## config.mk

```make
export PLATFORM = sky130hd
export DESIGN_NAME = css_minifier_stream_core
export DESIGN_NICKNAME = d
export VERILOG_FILES = /design/src/design/cssm_pkg.sv /design/src/design/cssm_front.sv /design/src/design/cssm_queue.sv /design/src/design/cssm_out.sv /design/src/design/css_minifier_stream_core.sv
export VERILOG_INCLUDE_DIRS = /design/src /design/src/design
export SDC_FILE = /design/constraint.sdc
export NUM_CORES = 1
export LEC_CHECK = 0
export CAP_MARGIN = 20
export CORE_MARGIN = 4
export CORE_UTILIZATION = 40
export CTS_CLUSTER_SIZE = 16
export DETAILED_ROUTE_END_ITERATION = 8
export DONT_BUFFER_PORTS = 1
export GPL_ROUTABILITY_DRIVEN = 1
export PLACE_DENSITY_LB_ADDON = 0.2
export SLEW_MARGIN = 10
export SYNTH_ARGS = -nofsm -noshare
export SYNTH_HDL_FRONTEND = slang
export SYNTH_SLANG_ARGS = --single-unit
```

## constraint.sdc

```tcl
create_clock -name clk -period 4.1 [get_ports clk]
set_input_delay 0.41 -clock clk [delete_from_list [all_inputs] [get_ports clk]]
set_output_delay 0.41 -clock clk [all_outputs]
set_load 0.02 [all_outputs]
```

## src/design/assert_macros.svh

```systemverilog
// Assertion helpers shared by the design files.
`ifndef ASSERT_MACROS_SVH
`define ASSERT_MACROS_SVH

// The consequent must hold in the same cycle as the antecedent.
`define ASSERT_IMPL(label, clk, rst, ante, cons) \
  label: assert property (@(posedge clk) disable iff (rst) (ante) |-> (cons)) \
    else $error("%m: assertion failed");

// The consequent must hold in the cycle after the antecedent.
`define ASSERT_NEXT(label, clk, rst, ante, cons) \
  label: assert property (@(posedge clk) disable iff (rst) (ante) |=> (cons)) \
    else $error("%m: assertion failed");

`endif

```

## src/design/cssm_pkg.sv

```systemverilog
package cssm_pkg;

  // One result byte as it leaves the block.
  typedef struct packed {
    logic [7:0] data;
    logic       valid;
    logic       last;
  } result_t;

  // One queue entry: the results caused by one input transfer.
  typedef struct packed {
    result_t r0;
    result_t r1;
    logic    two;
  } entry_t;

  // Queue status seen by the producer and the consumer.
  typedef struct packed {
    logic full;
    logic empty;
  } q_status_t;

endpackage

```

## src/design/cssm_front.sv

```systemverilog
module cssm_front (
  input  logic                clk,
  input  logic                rst,
  input  logic                s_tvalid,
  output logic                s_tready,
  input  logic [7:0]          s_tdata,   // [7:0] in_byte
  input  logic                s_tlast,   // in_last
  input  cssm_pkg::q_status_t q_status,
  output logic                push,
  output cssm_pkg::entry_t    push_data
);
  import cssm_pkg::*;

  localparam logic [7:0] ChNl    = 8'h0A;
  localparam logic [7:0] ChCr    = 8'h0D;
  localparam logic [7:0] ChSp    = 8'h20;
  localparam logic [7:0] ChOpen  = 8'h28;
  localparam logic [7:0] ChClose = 8'h29;
  localparam logic [7:0] ChStar  = 8'h2A;
  localparam logic [7:0] ChSlash = 8'h2F;
  localparam logic [7:0] ChSemi  = 8'h3B;
  localparam logic [7:0] ChAt    = 8'h40;
  localparam logic [7:0] ChLbr   = 8'h7B;
  localparam logic [7:0] ChRbr   = 8'h7D;

  typedef enum logic [2:0] {
    M_FREE     = 3'd1,
    M_ATRULE   = 3'd2,
    M_SELECTOR = 3'd3,
    M_BLOCK    = 3'd4,
    M_DECL     = 3'd5,
    M_COMMENT  = 3'd6
  } mode_t;

  typedef struct packed {
    mode_t mode;
    mode_t saved;
    logic  paren;
  } pstate_t;

  typedef struct packed {
    pstate_t    st;
    logic [7:0] ch;
    logic       eat;
  } pres_t;

  // Bytes below space other than newline become space, carriage return becomes newline.
  function automatic logic [7:0] translate(logic [7:0] b);
    if (b >= ChSp || b == ChNl) return b;
    if (b == ChCr) return ChNl;
    return ChSp;
  endfunction

  // One parser step on byte c with optional lookahead; ch of zero means no output.
  function automatic pres_t parse(pstate_t s, logic [7:0] c, logic [7:0] la, logic has_la);
    pres_t r;
    logic  la_star, la_slash, la_open, la_close, la_space;
    logic  do_sel, do_decl;
    la_star  = has_la && la == ChStar;
    la_slash = has_la && la == ChSlash;
    la_open  = has_la && la == ChLbr;
    la_close = has_la && la == ChRbr;
    la_space = has_la && la == ChSp;
    r.st = s;
    r.ch = c;
    r.eat = 1'b0;
    do_sel = 1'b0;
    do_decl = 1'b0;
    if (s.mode != M_COMMENT && c == ChSlash && la_star) begin
      r.st.saved = s.mode;
      r.st.mode = M_COMMENT;
    end
    case (r.st.mode)
      M_FREE: begin
        if (c == ChSp || c == ChNl) begin
          r.ch = 8'h00;
        end else if (c == ChAt) begin
          r.st.mode = M_ATRULE;
        end else begin
          r.st.mode = M_SELECTOR;
          do_sel = 1'b1;
        end
      end
      M_SELECTOR: do_sel = 1'b1;
      M_ATRULE: begin
        if (c == ChNl || c == ChSemi) begin
          r.st.mode = M_FREE;
          r.ch = ChSemi;
        end else if (c == ChLbr) begin
          r.st.mode = M_BLOCK;
        end
      end
      M_BLOCK: begin
        if (c == ChSp || c == ChNl) begin
          r.ch = 8'h00;
        end else if (c == ChRbr) begin
          r.st.mode = M_FREE;
        end else begin
          r.st.mode = M_DECL;
          do_decl = 1'b1;
        end
      end
      M_DECL: do_decl = 1'b1;
      M_COMMENT: begin
        if (c == ChStar && la_slash) begin
          r.eat = 1'b1;
          r.st.mode = r.st.saved;
        end
        r.ch = 8'h00;
      end
      default: ;
    endcase
    // Selector rules, reached directly or from free text.
    if (do_sel) begin
      if (c == ChLbr) r.st.mode = M_BLOCK;
      else if (c == ChNl) r.ch = 8'h00;
      else if (c == ChAt) r.st.mode = M_ATRULE;
      else if (c == ChSp && la_open) r.ch = 8'h00;
    end
    // Declaration rules, reached directly or from a block.
    if (do_decl) begin
      if (c == ChOpen) r.st.paren = 1'b1;
      if (!r.st.paren) begin
        if (c == ChSemi) begin
          r.st.mode = M_BLOCK;
          if (la_close) r.ch = 8'h00;
        end else if (c == ChRbr) begin
          r.st.mode = M_FREE;
        end else if (c == ChNl) begin
          r.ch = 8'h00;
        end else if (c == ChSp && la_space) begin
          r.ch = 8'h00;
        end
      end else if (c == ChClose) begin
        r.st.paren = 1'b0;
      end
    end
    return r;
  endfunction

  pstate_t    pstate;
  logic [7:0] held_byte;
  logic       held_valid;
  logic       drop_next;

  logic       accept;
  logic [7:0] b;
  pres_t      p1, p2;
  logic       use1, use2, eat;
  pstate_t    st1, st2;
  logic [7:0] c1, c2;
  logic       has1, has2;

  assign s_tready = !q_status.full;
  assign accept   = s_tvalid && s_tready;
  assign b        = translate(s_tdata);

  // The held byte is parsed with the new byte as lookahead; on the last byte
  // the new byte is parsed too, with no lookahead, unless the held byte ate it.
  assign p1   = parse(pstate, held_byte, b, 1'b1);
  assign use1 = held_valid && !drop_next;
  assign st1  = use1 ? p1.st : pstate;
  assign eat  = use1 && p1.eat;
  assign c1   = use1 ? p1.ch : 8'h00;
  assign p2   = parse(st1, b, 8'h00, 1'b0);
  assign use2 = s_tlast && !eat;
  assign st2  = use2 ? p2.st : st1;
  assign c2   = use2 ? p2.ch : 8'h00;
  assign has1 = c1 != 8'h00;
  assign has2 = c2 != 8'h00;

  // Build the queue entry for this transfer.
  assign push = accept && (s_tlast || has1);
  always_comb begin
    push_data.two = has1 && has2;
    push_data.r1  = '{data: c2, valid: 1'b1, last: 1'b1};
    if (has1) begin
      push_data.r0 = '{data: c1, valid: 1'b1, last: s_tlast && !has2};
    end else if (has2) begin
      push_data.r0 = '{data: c2, valid: 1'b1, last: 1'b1};
    end else begin
      push_data.r0 = '{data: 8'h00, valid: 1'b0, last: 1'b1};
    end
  end

  // Parser state and the pending byte advance on each input transfer.
  always_ff @(posedge clk) begin
    if (rst) begin
      pstate     <= '{mode: M_FREE, saved: M_FREE, paren: 1'b0};
      held_byte  <= 8'h00;
      held_valid <= 1'b0;
      drop_next  <= 1'b0;
    end else if (accept) begin
      pstate     <= s_tlast ? st2 : st1;
      held_byte  <= s_tlast ? 8'h00 : b;
      held_valid <= !s_tlast;
      drop_next  <= !s_tlast && eat;
    end
  end

endmodule

```

## src/design/cssm_queue.sv

```systemverilog
`include "assert_macros.svh"

module cssm_queue #(
  parameter int DEPTH = 4
) (
  input  logic                clk,
  input  logic                rst,
  input  logic                push,
  input  cssm_pkg::entry_t    push_data,
  input  logic                pop,
  output cssm_pkg::entry_t    head,
  output cssm_pkg::q_status_t status
);
  import cssm_pkg::*;

  localparam int AW = (DEPTH > 1) ? $clog2(DEPTH) : 1;
  localparam int CW = $clog2(DEPTH + 1);

  entry_t        mem [DEPTH];
  logic [AW-1:0] wr_ptr;
  logic [AW-1:0] rd_ptr;
  logic [CW-1:0] count;

  assign status.full  = count == CW'(DEPTH);
  assign status.empty = count == '0;
  assign head         = mem[rd_ptr];

  // Entry storage.
  always_ff @(posedge clk) begin
    if (push) mem[wr_ptr] <= push_data;
  end

  // Pointers and fill count.
  always_ff @(posedge clk) begin
    if (rst) begin
      wr_ptr <= '0;
      rd_ptr <= '0;
      count  <= '0;
    end else begin
      if (push) wr_ptr <= (wr_ptr == AW'(DEPTH - 1)) ? '0 : wr_ptr + AW'(1);
      if (pop)  rd_ptr <= (rd_ptr == AW'(DEPTH - 1)) ? '0 : rd_ptr + AW'(1);
      if (push && !pop) count <= count + CW'(1);
      else if (pop && !push) count <= count - CW'(1);
    end
  end

  `ASSERT_IMPL(a_no_overflow, clk, rst, status.full, !push)
  `ASSERT_IMPL(a_no_underflow, clk, rst, status.empty, !pop)
  `ASSERT_NEXT(a_count_grows, clk, rst, push && !pop, count == $past(count) + CW'(1))

endmodule

```

## src/design/cssm_out.sv

```systemverilog
`include "assert_macros.svh"

module cssm_out (
  input  logic                clk,
  input  logic                rst,
  input  cssm_pkg::entry_t    head,
  input  cssm_pkg::q_status_t q_status,
  output logic                pop,
  output logic                m_tvalid,
  input  logic                m_tready,
  output logic [15:0]         m_tdata,   // [7:0] out_byte, [8] out_valid, [15:9] zero
  output logic                m_tlast    // out_last
);
  import cssm_pkg::*;

  logic    phase;
  logic    load;
  result_t sel;

  // Take the next result when the output register is free or being drained.
  assign load = !q_status.empty && (!m_tvalid || m_tready);
  assign sel  = phase ? head.r1 : head.r0;
  assign pop  = load && (phase || !head.two);

  // Output register and the pair phase.
  always_ff @(posedge clk) begin
    if (rst) begin
      m_tvalid <= 1'b0;
      phase    <= 1'b0;
    end else begin
      if (load) m_tvalid <= 1'b1;
      else if (m_tready) m_tvalid <= 1'b0;
      if (load) phase <= !pop;
    end
  end

  // Result payload.
  always_ff @(posedge clk) begin
    if (load) begin
      m_tdata <= {7'b0, sel.valid, sel.data};
      m_tlast <= sel.last;
    end
  end

  `ASSERT_IMPL(a_phase_pair, clk, rst, phase, !q_status.empty && head.two)
  `ASSERT_NEXT(a_pair_end, clk, rst, phase && load, m_tlast)
  `ASSERT_IMPL(a_empty_is_end, clk, rst, m_tvalid && !m_tdata[8], m_tlast)

endmodule

```

## src/design/css_minifier_stream_core.sv

```systemverilog
// CSS minifier stream core. Raw CSS bytes enter on the s_ channel, one per
// transfer, with s_tlast on the final byte of a stream; minified bytes leave on
// the m_ channel with m_tlast on the final result of that stream. A stream whose
// end yields no byte still closes with one transfer that has out_valid (bit 8)
// clear. The core holds one byte for lookahead, so a non-final byte's result appears
// only after the next byte is taken; parser modes carry over between streams.
// An input byte is accepted every cycle while the result queue (QUEUE_DEPTH
// entries) has room. Each input causes zero, one or two results, and the output
// register sends one result per cycle while m_tready is high, so a byte with two
// results (only the final byte of a stream) takes two output transfers. A result
// passes through the result queue and the output register to the m_ port.
module css_minifier_stream_core #(
  parameter int QUEUE_DEPTH = 4
) (
  input  logic        clk,
  input  logic        rst,
  input  logic        s_tvalid,
  output logic        s_tready,
  input  logic [7:0]  s_tdata,   // [7:0] in_byte
  input  logic        s_tlast,   // in_last
  output logic        m_tvalid,
  input  logic        m_tready,
  output logic [15:0] m_tdata,   // [7:0] out_byte, [8] out_valid, [15:9] zero
  output logic        m_tlast    // out_last
);
  import cssm_pkg::*;

  logic      push;
  entry_t    push_data;
  logic      pop;
  entry_t    head;
  q_status_t q_status;

  // Parser front end.
  cssm_front u_front (
    .clk       (clk),
    .rst       (rst),
    .s_tvalid  (s_tvalid),
    .s_tready  (s_tready),
    .s_tdata   (s_tdata),
    .s_tlast   (s_tlast),
    .q_status  (q_status),
    .push      (push),
    .push_data (push_data)
  );

  // Result queue between the parser and the output stage.
  cssm_queue #(
    .DEPTH (QUEUE_DEPTH)
  ) u_queue (
    .clk       (clk),
    .rst       (rst),
    .push      (push),
    .push_data (push_data),
    .pop       (pop),
    .head      (head),
    .status    (q_status)
  );

  // Output stage.
  cssm_out u_out (
    .clk      (clk),
    .rst      (rst),
    .head     (head),
    .q_status (q_status),
    .pop      (pop),
    .m_tvalid (m_tvalid),
    .m_tready (m_tready),
    .m_tdata  (m_tdata),
    .m_tlast  (m_tlast)
  );

endmodule
```

Word level (Yosys, flattened, before mapping)
Memory sizes are Yosys's and may differ from the RTL's. A register that Yosys moved wholly into a read port is not among the register bits.
Index checks and enable logic that the tools add are counted.

word-level totals
  flip-flop bits (word level) = 36
  RAM bits = 76
  word-level logic and storage cells = 205
  memories kept = 1

memories
  name         depth  width  rd ports  clocked after memory_dff  wr ports  line              text
  u_queue.mem  4      19     1         1                         1         cssm_queue.sv:19  entry_t mem [DEPTH];

operators by class
  add/subtract/negate cells = 4
  $lt $le $gt $ge = 1
  equal/unequal tests = 38
  mux-type cells = 106
  reduce and logical (&&, ||, !) cells = 42

operators by type and width
  cell                                                                                  count
  8-bit 2-to-1 mux                                                                      29
  8-bit by 6-bit equality test with 1-bit output (second input constant)                12
  3-bit 2-to-1 mux                                                                      29
  8-bit by 7-bit equality test with 1-bit output (second input constant)                6
  8-bit one-hot mux with 3 select lines                                                 2
  8-bit by 4-bit equality test with 1-bit output (second input constant)                4
  10-bit 2-to-1 mux                                                                     3
  1-bit 2-to-1 mux                                                                      27
  3-bit equality test (second input constant)                                           7
  7-bit 2-to-1 mux                                                                      3
  9-bit 2-to-1 mux                                                                      2
  1-bit logical AND                                                                     17
  8-bit nonzero test                                                                    2
  3-bit by 2-bit equality test with 1-bit output (second input constant)                4
  3-bit one-hot mux with 4 select lines                                                 1
  1-bit logical NOT                                                                     10
  3-bit one-hot mux with 3 select lines                                                 1
  8-bit by 6-bit greater-or-equal comparator with 1-bit output (second input constant)  1
  1-bit logical OR                                                                      8
  2-bit 2-to-1 mux                                                                      4
  1-bit one-hot mux with 2 select lines                                                 4
  3-bit by 1-bit equality test with 1-bit output (second input constant)                2
  6-bit 2-to-1 mux                                                                      1
  2-bit by 1-bit adder with 2-bit output (second input constant)                        2
  7 further kinds                                                                       10

Logic depth before layout (Yosys ltp)
  depth in word-level cells = 40
  gate-level depth with buffers = 16
  depth with buffers taken out = 14

Modules after synthesis
From an unflattened synthesis, not the netlist that was laid out.

second synthesis, totals
  cells, all modules = 503
  area, all modules = 6,183.4 um^2

modules (own cells, without submodules)
  module      times used  cells each  area each (um^2)  seq. area each (um^2)
  cssm_queue  1           153         3,472.1           2,702.6
  cssm_front  1           310         2,100.8           340.3
  cssm_out    1           40          610.6             340.3

Worst setup path after synthesis
OpenSTA, ideal clock, no wires.

  path type = input -> register
  start = input port s_tdata[5]
  end = register u_queue.count[2]
  setup time = 71 ps
  arrival time = 3,764 ps
  required time = 4,029 ps
  slack = 265 ps
  stages on the path = 15
  cell sequence = clkbuf_1 nor3_2 a21oi_2 o221a_2 and3_1 nand4b_1 a31oi_1 o21a_1 clkbuf_1 ha_1 inv_1 fa_1 xor2_1 or3_1 a21oi_1

on the way
  cells in the longest elaborated chain, start to end = 29
  elaborated cells on any way between the ends = 50
  classes of those cells = 1 x order compare; 12 x eq/ne; 25 x mux; 12 x reduce/logical

RTL lines
  what                                                                                                  line                            text
  from (decl)                                                                                           css_minifier_stream_core.sv:19  input logic [7:0] s_tdata,
  branches (longest 4 deep; another with 8-bit by 6-bit greater-or-equal comparator with 1-bit output)  --
  8-bit 2-to-1 mux (*)                                                                                  cssm_front.sv:50                if (b == ChCr) return ChNl;
  8-bit by 6-bit equality test with 1-bit output                                                        cssm_front.sv:59                la_star = has_la && la == ChStar;
  1-bit logical AND                                                                                     cssm_front.sv:69                if (s.mode != M_COMMENT && c == ChSlash && la_star) begin
  6-bit 2-to-1 mux                                                                                      cssm_front.sv:69
  3-bit by 1-bit equality test with 1-bit output / 3-bit equality test (equally long branches)          cssm_front.sv:73                case (r.st.mode)
  2-bit OR reduction (no source line)                                                                   --
  8-bit one-hot mux with 3 select lines                                                                 cssm_front.sv:73
  (+11 left out)                                                                                        --
  8-bit 2-to-1 mux (*)                                                                                  cssm_front.sv:164               assign c1 = use1 ? p1.ch : 8'h00;
  8-bit nonzero test (*)                                                                                cssm_front.sv:169               assign has1 = c1 != 8'h00;
  1-bit logical OR (*)                                                                                  cssm_front.sv:173               assign push = accept && (s_tlast || has1);
  1-bit logical AND (*)                                                                                 cssm_front.sv:173
  named net push                                                                                        css_minifier_stream_core.sv:28  logic push;
  1-bit logical NOT                                                                                     cssm_queue.sv:43                else if (pop && !push) count <= count - CW'(1);
  1-bit logical AND                                                                                     cssm_queue.sv:43
  2-bit nonzero test (no source line)                                                                   --
  to (signal assigned)                                                                                  cssm_queue.sv:42                if (push && !pop) count <= count + CW'(1);
  to (signal assigned)                                                                                  cssm_queue.sv:43
  to (decl)                                                                                             cssm_queue.sv:22                logic [CW-1:0] count;

Mark *: on every way through the listed nets, which the timed path passes. The select of a mux whose other input is x is not followed.
A chain may end at the register's enable or synchronous reset.

Worst setup path after layout
  start = register u_front.held_byte[5]
  end = register u_queue.count[2]

on the way
  cells in the longest elaborated chain, start to end = 25
  elaborated cells on any way between the ends = 54
  classes of those cells = 14 x eq/ne; 26 x mux; 14 x reduce/logical

RTL lines
  what                                                                                          line               text
  from (decl)                                                                                   cssm_front.sv:142  logic [7:0] held_byte;
  from (signal assigned)                                                                        cssm_front.sv:195  held_byte <= s_tlast ? 8'h00 : b;
  8-bit by 6-bit equality test with 1-bit output                                                cssm_front.sv:69
  1-bit logical AND (2 in series)                                                               cssm_front.sv:69
  6-bit 2-to-1 mux                                                                              cssm_front.sv:69
  3-bit by 1-bit equality test with 1-bit output / 3-bit equality test (equally long branches)  cssm_front.sv:73
  2-bit OR reduction (no source line)                                                           --
  8-bit one-hot mux with 3 select lines                                                         cssm_front.sv:73
  8-bit 2-to-1 mux                                                                              cssm_front.sv:118  else if (c == ChSp && la_open) r.ch = 8'h00;
  8-bit 2-to-1 mux                                                                              cssm_front.sv:117  else if (c == ChAt) r.st.mode = M_ATRULE;
  (+8 left out)                                                                                 --
  9-bit 2-to-1 mux (*)                                                                          cssm_front.sv:121  if (do_decl) begin
  8-bit 2-to-1 mux (*)                                                                          cssm_front.sv:164
  8-bit nonzero test (*)                                                                        cssm_front.sv:169
  1-bit logical OR (*)                                                                          cssm_front.sv:173
  1-bit logical AND (*)                                                                         cssm_front.sv:173
  1-bit logical NOT                                                                             cssm_queue.sv:43
  1-bit logical AND                                                                             cssm_queue.sv:43
  2-bit nonzero test (no source line)                                                           --

Mark *: on every way between the ends. The rest lies on a longest branch, timed or not. The select of a mux whose other input is x is not followed.

==> results by group <==
Flow run
  – Max-capacitance violation count: 0

STA
  – Crit share post-route: 0.918
  – Final min period: 3.76 ns
  – Final Hold Vio Count: 0
  – Final Slew Violations: 0
  – Worst Max-Slew Pin Slew: 1.05 ns
  – Clock Skew: 0.00857 ns
  – Fmax: 266 MHz
  – RSZ-0062 raised after global routing: no
  – Sum Neg Setup Slack: 0 ns
  – Relative slew slack: 0.297
  – # setup viols final: 0

Power and ir drop
  – Combinational share of power: 0.234
  – Reg power frac: 0.407
  – Leak: 2.32 nW
  – Clock power frac: 0.359
  – Switching power: 1.24 mW
  – Switching part of the total: 0.313
  – Internal: 2.71 mW
  – Pwr Density: 578 nW/um^2
  – Peak VDD IR: 266 uV

Place
  – IO buf count: 0
  – Placed cell areas: 6260 sq um
  – Detailed Place HPWL: 10.6 mm
  – Placed insts: 703
  – Routability-driven placement congestion ratio: 0.936

Route
  – Pre-antenna DRT Iters: 5
  – Antenna viol nets, final: 0
  – Via count: 4,374
  – Drt drc: 0
  – Drt total wl: 15.2 mm
  – DR iter-0 viols: 390
  – DR WL/cell: 20.7 um
  – Routed vias/inst: 5.94

Final layout
  – Ratio of cells with drive above 1 in the final layout: 0.179
  – Layout Cells excl Fill: 736
  – Nets: 560
  – Final Cell Area: 6840 sq um
  – Area of the multi-input gates: 2680 sq um
  – Area Overhead vs Synth: 12.6%
  – # fillers: 1,346
  – Area occupied by registers: 3140 sq um
  – Ant. Diodes: 0

Die
  – IO Count: 32
  – DIE AREA: 17,200 sq um
  – Initial core utilization: 0.413
  – DIE HEIGHT: 131 um
  – Die Wd: 131 um
  – Rows: 44
  – Core ar.: 14,700 sq um

Setup path
  – Worst-path cell chain: or3_1, a211oi_2, nand3_1, a21oi_1, a21oi_1, o211a_1, a31oi_1, o21a_1, ha_1, inv_1, fa_1, xor2_1, or3_1, a21oi_1
  – Worst Path Required: 4.44 ns
  – CP peak stage delay: 0.45 ns
  – FF-to-FF End: u_queue.count[2]
  – R2r setup slk: 0.34 ns
  – Arrival @ worst endpoint: 4.10 ns
  – Most frequent CP cell: a21oi_1
  – Kind of critical path: register to register
  – Reg2reg path depth: 14
  – RR Startpoint: u_front.held_byte[5]
  – Crit start category: register
  – Critical Path Slowest Stage Cell: a211oi_2
  – Crit path max fanout: 15
  – CP endpoint kind: register

Yosys
  – Share of the synthesized area in the top cell type: 0.425
  – Cell taking the most area after synthesis: edfxtp_1
  – Most frequent cell after synthesis: edfxtp_1
  – YS warnings: 0
  – Asr flop ratio synth: 0
  – Part of the Yosys area used for sequential elements: 0.518
  – Synth Register Bits: 114
  – Synth area leaders: edfxtp_1 43%, dfxtp_1 9.2%, mux4_2 7.0%
  – Ys flop type: edfxtp_1
  – EDFF count, synth: 86
  – Syn Area/Cell: 11.4 sq um
  – Synth Instances: 535
  – Netlist cell types: 87
  – Commonest cells in the netlist: 86 x edfxtp_1, 53 x nand2_1, 46 x nor2_1
  – Mapped cell area: 6070 sq um

Clock network
  – Root Buffer: clkbuf_16
  – CTS tree: yes
  – CTS clk-pin slew, worst paths: 0.06 ns
  – # H-tree levels: 4
  – Clk_lat worst skew: 0.41 ns
  – Hold Buf Count CTS: 0
  – Clk sinks: 114
  – Clock buffer depth: 2
  – Num CTS Buffers: 17

Global route
  – Total gr overflow: 0
  – Largest net degree at the start of global routing: 28
  – GRT Util Overall: 0.179
  – Vias in the first global route: 4,360
  – Initial antenna violation count: 0
  – First-pass GRT wire length: 24.4 mm

Min path
  – Hold path depth: 1
  – Hold path startpoint: rst
  – Worst hold path endpoint: u_out.phase
  – HP Class: input port to register

Outcome
  – Status: completed
==> per-layer routing <==
layer	global-route usage	vias up	share of wire	wire length [um]
li1	-	2040	-	-
met1	0.228	2157	0.43	6580
met2	0.300	147	0.50	7570
met3	0.0413	30	0.046	698
met4	0.0688	0	0.025	374
met5	0	-	0	0
==> stage by stage <==
stage	setup slack, ns	hold WS [ns]	total power, mW	utilization
after floorplan	0.265	0.444	2.34	-
final	0.335	0.0672	3.95	0.465
after global routing	0.0333	0.0495	4.15	0.465
after global placement	0.424	0.449	2.55	0.426
after CTS	0.352	0.0509	3.99	0.464
after detailed placement	0.380	0.459	2.56	0.426
==> cells in the final DEF, fill, tap and decap left out, types with 4 or more instances in the layout <==
cell / instances
edfxtp_1: 86
nand2_1: 53
nor2_1: 46
a21oi_1: 31
dfxtp_1: 28
buf_4: 23
mux4_2: 19
clkbuf_16: 17
o21ai_0: 16
nor3_1: 14
nand2b_1: 13
inv_1: 12
nand3_1: 10
and2_1: 9
o21a_1: 8
conb_1: 7
nor2b_1: 6
nor4_1: 6
or3_1: 6
nand4_1: 6
mux2i_1: 6
ha_1: 6
a22o_1: 4
and3_1: 4
a21boi_0: 4
a211oi_1: 4
clkinvlp_4: 4
==> power by group through the flow <==
| stage | clock [mW] | sequential (mW) | combinational [mW] |
|---|---|---|---|
| global placement | 0 | 1.63 | 0.924 |
| CTS | 1.44 | 1.61 | 0.936 |
| finish | 1.42 | 1.61 | 0.924 |
| global route | 1.49 | 1.63 | 1.03 |
| floorplan | 0 | 1.58 | 0.756 |
| detailed placement | 0 | 1.63 | 0.932 |
==> worst max-delay path by stage <==
stage,endpoint,slack [ns],start,cells after the start
after floorplan,u_queue.count[2],0.27,s_tdata[5],15
after global placement,u_queue.mem[0][14],0.42,u_front.held_byte[6],10
after detailed placement,u_queue.count[2],0.38,u_front.held_byte[5],14
after CTS,u_queue.count[2],0.35,u_front.held_byte[5],14
after global routing,u_queue.count[2],0.03,u_front.held_byte[5],14
final,u_queue.count[2],0.34,u_front.held_byte[5],14
==> registers in the layout, indices dropped and copies added (netlist names), 2 cells and up, named ones only <==
signal and count:
u_queue.count 3, u_out.m_tdata 9, u_queue.rd_ptr 2, u_queue.mem 76
u_front.pstate 7, u_front.held_byte 8, u_queue.wr_ptr 2
==> critical path, delay by kind of cell (launching register included) <==
family / cells / cell delay, ns
AOI/OAI and AO/OA: 7 / 1.47
xor gates and xnor gates: 1 / 0.18
adders and majority gates: 2 / 0.67
buffers and inverters: 1 / 0.07
DFF: 1 / 0.43
and+or+nand+nor: 3 / 0.85
==> logic make-up (layout without fill, tap and decap cells) <==
kind of cell	count (synthesis)	count (layout)	synth area share
other	1	7	0.000617
XOR/XNOR	2	2	0.00288
AO/OA/AOI/OAI	125	125	0.155
adder cells (fa/ha/maj)	7	7	0.0157
AND/OR/NAND/NOR	205	205	0.183
buffers and inverters	56	67	0.0453
flip-flops	114	114	0.518
multiplexers	25	25	0.0803
==> final cells by class <==
class	count	area share
Clock buffer	17	0.0622
Clock inverter	14	0.0203
Sequential cell	114	0.460
Inverter	13	0.00714
Multi-Input combinational cell	371	0.392
Tap cell	184	0.0337
Timing Repair Buffer	23	0.0253
==> repair_timing <==
item / 4_1_cts / 5_1_grt
resized for setup: 0 / 0
buffers inserted: 0 / 2
endpoints found under the hold margin: 0 / 0
endpoints found under the setup margin: 0 / 1
No activity file was read; power rests on OpenSTA's default activity.
